## config.mk

```make
export PLATFORM = sky130hd
export DESIGN_NAME = ukx_ctrl
export DESIGN_NICKNAME = d
export VERILOG_FILES = /design/src/rtl/ukx_pkg.sv /design/src/rtl/ukx_ctrl.sv
export SDC_FILE = /design/constraint.sdc
export NUM_CORES = 1
export LEC_CHECK = 0
export BUFFER_PORTS_ARGS = -buffer_cell sky130_fd_sc_hd__buf_2
export CAP_MARGIN = 30
export CORE_AREA = 2 2 39 41
export DETAILED_ROUTE_END_ITERATION = 8
export DIE_AREA = 0 0 41 43
export GPL_TIMING_DRIVEN = 0
export PLACE_DENSITY = 0.64
export SLEW_MARGIN = 0
export SYNTH_ARGS = -nofsm -noshare
export SYNTH_HDL_FRONTEND = slang
export SYNTH_SLANG_ARGS = --single-unit
```

## constraint.sdc

```tcl
create_clock -name clock -period 1.49 [get_ports clock]
set_clock_uncertainty 0.2 [all_clocks]
set_input_delay 0.149 -clock clock [delete_from_list [all_inputs] [get_ports clock]]
set_output_delay 0.149 -clock clock [all_outputs]
set_load 0.01 [all_outputs]
```

## src/rtl/ukx_pkg.sv

```systemverilog
// Shared types and constants for the unique key indexer.
package ukx_pkg;

   // Field widths of the request and response items.
   localparam int KEY_W         = 64;
   localparam int GROUP_INDEX_W = 10;
   localparam int COUNT_OUT_W   = 32;
   localparam int POSITION_W    = 32;

   // Multiplicative hash constant (golden ratio of 2^64).
   localparam logic [63:0] HASH_MULT = 64'h9E3779B97F4A7C15;

   // Width of the set tag kept with each table entry.
   localparam int EPOCH_W = 8;

   typedef struct packed {
      logic [KEY_W-1:0] key;
      logic             clear;
   } req_payload_type;

   typedef struct packed {
      logic [GROUP_INDEX_W-1:0] group_index;
      logic                     is_new;
      logic [COUNT_OUT_W-1:0]   count_so_far;
      logic [POSITION_W-1:0]    position;
      logic                     table_full;
   } rsp_payload_type;

   // Operations of the shared multiplier.
   typedef enum logic [2:0] {
      MUL_KEY_LO_LO,
      MUL_KEY_HI_LO,
      MUL_KEY_LO_HI,
      MUL_QUOTIENT,
      MUL_REMAINDER
   } mul_op_type;

   // Outcome of a table lookup.
   typedef enum logic [1:0] {
      RES_HIT,
      RES_NEW,
      RES_FULL
   } result_kind_type;

   typedef enum logic [3:0] {
      ST_INIT_SWEEP,
      ST_IDLE,
      ST_CLEAR_SWEEP,
      ST_HASH_LL,
      ST_HASH_HL,
      ST_HASH_LH,
      ST_HASH_QUOT,
      ST_HASH_REM,
      ST_HASH_REDUCE,
      ST_PROBE_READ,
      ST_PROBE_CMP,
      ST_RESPOND
   } state_type;

   // Commands from the controller to the datapath.
   typedef struct packed {
      logic            accept;
      logic            sweep_write;
      logic            mul_en;
      mul_op_type      mul_op;
      logic            reduce;
      logic            probe_read;
      logic            probe_next;
      logic            write_new;
      logic            write_inc;
      logic            result_load;
      result_kind_type result_kind;
      logic            rsp_load;
   } cmd_type;

   // Status from the datapath to the controller.
   typedef struct packed {
      logic need_sweep;
      logic sweep_last;
      logic probe_hit;
      logic probe_empty;
      logic probe_last;
      logic can_insert;
      logic rsp_free;
   } status_type;

endpackage

```

## src/rtl/ukx_ctrl.sv

```systemverilog
// Controller state machine that sequences hashing, probing and responses.
module ukx_ctrl import ukx_pkg::*; (
   input  logic       clock,
   input  logic       reset,
   input  logic       req_valid,
   output logic       req_ready,
   input  status_type status,
   output cmd_type    cmd
);

   state_type state_ff;
   state_type state_in;

   // State register; reset starts the table initialization sweep.
   always_ff @(posedge clock) begin
      if (reset) begin
         state_ff <= ST_INIT_SWEEP;
      end else begin
         state_ff <= state_in;
      end
   end

   // Next state.
   always_comb begin
      state_in = state_ff;
      unique case (state_ff)
         ST_INIT_SWEEP: begin
            if (status.sweep_last) state_in = ST_IDLE;
         end
         ST_IDLE: begin
            if (req_valid) begin
               state_in = status.need_sweep ? ST_CLEAR_SWEEP : ST_HASH_LL;
            end
         end
         ST_CLEAR_SWEEP: begin
            if (status.sweep_last) state_in = ST_HASH_LL;
         end
         ST_HASH_LL:     state_in = ST_HASH_HL;
         ST_HASH_HL:     state_in = ST_HASH_LH;
         ST_HASH_LH:     state_in = ST_HASH_QUOT;
         ST_HASH_QUOT:   state_in = ST_HASH_REM;
         ST_HASH_REM:    state_in = ST_HASH_REDUCE;
         ST_HASH_REDUCE: state_in = ST_PROBE_READ;
         ST_PROBE_READ:  state_in = ST_PROBE_CMP;
         ST_PROBE_CMP: begin
            if (status.probe_hit || status.probe_empty || status.probe_last) begin
               state_in = ST_RESPOND;
            end else begin
               state_in = ST_PROBE_READ;
            end
         end
         ST_RESPOND: begin
            if (status.rsp_free) state_in = ST_IDLE;
         end
         default: state_in = ST_IDLE;
      endcase
   end

   // Outputs.
   always_comb begin
      cmd             = '0;
      cmd.mul_op      = MUL_KEY_LO_LO;
      cmd.result_kind = RES_FULL;
      req_ready       = 1'b0;
      unique case (state_ff)
         ST_INIT_SWEEP: begin
            cmd.sweep_write = 1'b1;
         end
         ST_IDLE: begin
            req_ready  = 1'b1;
            cmd.accept = req_valid;
         end
         ST_CLEAR_SWEEP: begin
            cmd.sweep_write = 1'b1;
         end
         ST_HASH_LL: begin
            cmd.mul_en = 1'b1;
            cmd.mul_op = MUL_KEY_LO_LO;
         end
         ST_HASH_HL: begin
            cmd.mul_en = 1'b1;
            cmd.mul_op = MUL_KEY_HI_LO;
         end
         ST_HASH_LH: begin
            cmd.mul_en = 1'b1;
            cmd.mul_op = MUL_KEY_LO_HI;
         end
         ST_HASH_QUOT: begin
            cmd.mul_en = 1'b1;
            cmd.mul_op = MUL_QUOTIENT;
         end
         ST_HASH_REM: begin
            cmd.mul_en = 1'b1;
            cmd.mul_op = MUL_REMAINDER;
         end
         ST_HASH_REDUCE: begin
            cmd.reduce = 1'b1;
         end
         ST_PROBE_READ: begin
            cmd.probe_read = 1'b1;
         end
         ST_PROBE_CMP: begin
            if (status.probe_hit) begin
               cmd.write_inc   = 1'b1;
               cmd.result_load = 1'b1;
               cmd.result_kind = RES_HIT;
            end else if (status.probe_empty && status.can_insert) begin
               cmd.write_new   = 1'b1;
               cmd.result_load = 1'b1;
               cmd.result_kind = RES_NEW;
            end else if (status.probe_empty || status.probe_last) begin
               cmd.result_load = 1'b1;
               cmd.result_kind = RES_FULL;
            end else begin
               cmd.probe_next = 1'b1;
            end
         end
         ST_RESPOND: begin
            cmd.rsp_load = status.rsp_free;
         end
         default: begin
            cmd.accept = 1'b0;
         end
      endcase
   end

   // A response is never loaded over one that is still waiting.
   assert property (@(posedge clock) disable iff (reset)
      cmd.rsp_load |-> status.rsp_free)
      else $error("response loaded while output register busy");

   // Every table read is followed by its compare.
   assert property (@(posedge clock) disable iff (reset)
      state_ff == ST_PROBE_READ |=> state_ff == ST_PROBE_CMP)
      else $error("probe read not followed by compare");

   // Only one request is in work at a time.
   assert property (@(posedge clock) disable iff (reset)
      cmd.accept |=> !req_ready)
      else $error("ready held after a request was accepted");

endmodule

```

Yosys cells after proc, flatten, opt, wreduce, memory -nomap -nowiden:

Cells that the tools add are included.

* bits in registers: 4
* bits of input ports: 10
* output and inout port bits: 16
* logic and storage cells: 46

* equal/unequal tests: 15
* mux-type cells: 23
* reduce and logical (&&, ||, !) cells: 7

Operators by type and width (number)
* 4-bit one-hot mux with 12 select lines: 1
* 4-bit one-hot mux with 5 select lines: 1
* 4-bit by 3-bit equality test with 1-bit output (second input constant): 4
* 4-bit equality test (second input constant): 4
* 4-bit 2-to-1 mux: 4
* 1-bit 2-to-1 mux: 11
* 3-bit 2-to-1 mux: 3
* 4-bit by 2-bit equality test with 1-bit output (second input constant): 2
* 2-bit != test (second input constant): 4
* 6-bit 2-to-1 mux: 1
* 4-bit by 1-bit equality test with 1-bit output (second input constant): 1
* 4-bit zero test: 1
* 2-bit 2-to-1 mux: 2
* 4-bit AND reduction: 1
* 1-bit logical OR: 3
* 2-bit OR reduction: 1
* 1-bit logical AND: 1

Logic depth before layout (Yosys ltp):

* depth after elaboration: 5
* depth in mapped cells: 5
* depth with buffers taken out: 4

Worst setup path after synthesis:

Ideal clock, no wire load.

* kind: reg2reg
* start: reg state_ff[1]
* end: reg state_ff[1]
* library setup time: 0.123 ns
* data arrival time: 1.291 ns
* required time: 1.167 ns
* slack: -0.124 ns
* cell stages (with the launch flop): 5
* buffers on the path: 0
* period minus slack after synthesis: 1.614 ns
* path through: dfxtp_1 > nand2b_1 > nor3_1 > a21oi_1 > mux2_1

* cells in the longest elaborated chain, start to end: 3
* elaborated cells between the ends (all ways): 18
* classes of those cells: 15 x eq/ne; 1 x mux; 2 x reduce/logical

RTL lines
* start, declared: line ukx_ctrl.sv:11 `state_type state_ff;`
* start signal, assigned: line ukx_ctrl.sv:19 `state_ff <= state_in;`
* 4-bit by 2-bit equality test with 1-bit output, or another cell as far along: line ukx_ctrl.sv:26 `unique case (state_ff)`
* 2-bit != test (no source line)
* 4-bit AND reduction (no source line)

Several ways; a longest one is shown, not always the timed one.
A chain may end at the register's enable or synchronous reset.

==> out/results.ini <==
[power_and_ir_drop]
cellPowerDensity_nw_per_um2 = 996
finalPower_w = 0.000813
leakage_nw = 0.406
ir_drop_mv = 0.492

[die]
core_sq_um = 1380
row_count = 14
start_util_pct = 28.5
die_y_microns = 43
io-pin-count = 26
die_w_microns = 41
die_area_sq_um = 1760

[global_routing]
grt_pass1_vias = 492
antenna_found_initial = 0
overflow = 0
grt_max_degree = 11
grt_use_total_pct = 18.1
grt_pass1_wl_mm = 2.11

[critical_path]
worst_ep_required_time_ps = 1140
crit_path_start_kind = register
crit_type = register to primary output
crit_arrival_ps = 1280
worstPathMaxFanout = 4
worstSetupEndpointType = primary output

[routing]
drt-initial-drc-count = 10
viasPerCell = 5.12
drc_errors = 0
postRouteAntennaNets = 0
wire_per_inst_microns = 12.4
wirelength_mm = 1.41
dr.pass1.iters = 4
via_count = 584

[cells_and_area]
fin_cells = 114
reg.largest.list = state_ff (4)
final_nets = 110
num-fill-cells = 125
regMostFlops = state_ff
num_antenna_cells = 0
largest_reg_flops = 4
syn_to_final_growth_pct = 107
final_area_sq_um = 817
drive_gt1_share_pct = 66.3

[placed_design]
dpl_cell_area_sq_um = 558
gp_congestion = 0.790
io_buffers = 25
hpwlAfterDp_microns = 827
post-place-ws_ps = -99.2
dp.cells = 99

[flow_run]
max_cap_violations = 0

[sta]
post-route-min-period_ps = 1630
period_share_pct = 110
drv_slew = 0
fmax_mhz = 612
final_hold_viol_count = 0
worst_slack_ps = -143
grt_setup_unrepaired = true
worst_slew_pin_slew_ps = 407
relSlewSlack_pct = 72.7
finalSetupTns_ps = -908
setup_viol = 16

[clocking]
clk_latency_ps = 230
clock-sinks = 4
cts_tree = yes
cts.htree.levels = 1
cts-root-buf = clkbuf_4
clkTransAtPathRegs_ps = 30
clockBufferDepth = 2
numCtsBuffers = 3

[logic_synthesis]
synth_top_area_share_pct = 20.3
synth.most_common_cell = nor2_1
yosysWarnings = 0
syn_area_per_cell_sq_um = 6.80
synthArstFlopShare_pct = 0
synth_cells = 58
synth_common_cells = 10 x nor2_1, 6 x nor3_1, 4 x dfxtp_1, 4 x nand2b_1
yosys_register_bits = 4
synth_area_leader_cell = dfxtp_1
syn-cell-area_sq_um = 394
synth.distinct_cells = 27
synth_flop_cell = dfxtp_1
synth_nets = 68
yosys-top-cells-area = dfxtp_1 20%, nor2_1 9.5%, nor3_1 7.6%, nand2b_1 6.3%, a311oi_1 4.4%
ys_seq_area_share_pct = 20.3
synth_edf_count = 0

[worst_hold_path]
hold_path_class = primary input to register

[outcome]
violations = negative setup slack
status = finished, violations left

-- worst paths after layout --
| check | start | endpoint | slack (ps) | cells after the start |
|---|---|---|---|---|
| setup / recovery | state_ff[2]$_SDFFE_PP0P_ | cmd[2] | -140 | 6 |
| hold / removal | req_valid | state_ff[3]$_SDFFE_PP0P_ | 70 | 3 |
| setup reg to reg | state_ff[0]$_SDFFE_PP0P_ | state_ff[3]$_SDFFE_PP0P_ | -90 | 5 |
| hold reg to reg | state_ff[3]$_SDFFE_PP0P_ | state_ff[2]$_SDFFE_PP0P_ | 490 | 2 |
-- logic make-up after synthesis --
family                    count (synthesis)  synth area share [%]
AOI/OAI and AO/OA                        10                  18.7
and+or+nand+nor                          32                  41.3
xor gates and xnor gates                  2                  4.45
DFF                                       4                  20.3
muxes                                     2                  5.40
buffers and inverters                     8                  9.84
-- critical path, stage by stage (launching register included) --
cell      delay (ps)
dfxtp_2          330
nand2b_4         150
nor2_4           110
nand2_4           80
buf_6            120
a21o_1           130
buf_2            130
-- placed cells by master (no fill, tap or decap), drive strengths merged --
cell type and n:
buf 39, xnor2 1, a21oi 3, dfxtp 4
a21o 2, nor3b 1, nand4b 1, nor2b 1
mux2i 1, nor4 2, mux2 1, xor2 1
a311oi 2, a2111oi 1, nor2 10, nand3 1
inv 3, o22a 1, nand2b 4, clkbuf 5
nor3 6, and3 1, nand2 4, or3 1
a22oi 1, dlygate4sd3 1
-- routing by layer --
layer | share of wire [%] | vias up | GRT usage [%]
met2 | 54 | 19 | 29.1
li1 | - | 291 | -
met3 | 5.6 | 0 | 6.28
met5 | 0 | - | 0
met1 | 41 | 274 | 19.4
met4 | 0 | 0 | 10.0
-- power by group --
group | leakage, nW | internal (W) | switching, W
sequential | 0.0346 | 0.000133 | 0.0000327
combinational | 0.358 | 0.000270 | 0.000249
clock | 0.0138 | 0.0000896 | 0.0000383
total | 0.406 | 0.000493 | 0.000320
-- metrics by stage --
step | hold slack [ps] | util [%]
floorplan | 18.4 | -
global placement | 192 | 40.3
detailed placement | 196 | 40.3
CTS | 51.5 | 54.7
global route | 82.2 | 59.0
finish | 70.2 | 59.0
-- area by class of cell --
cell class              instances  area (sq um)  area share [%]
multi-input cells              46           392            47.9
repair buffers                 37           235            28.8
flip-flops and latches          4          88.8            10.9
plain buffers                   5          47.5            5.82
clock buffers                   3          22.5            2.76
well taps                      16          20.0            2.45
inverters                       3          11.3            1.38
-- repair_timing --
| action | CTS | global route |
|---|---|---|
| gates cloned | 0 | 0 |
| pin swaps | 5 | 4 |
| hold buffers | 1 | 0 |
| resized for setup | 25 | 10 |
| setup endpoints to repair | 14 | 17 |
| endpoints found under the hold margin | 3 | 0 |
| setup buffers | 9 | 2 |
Note: power is estimated with default switching activity, not from simulation.
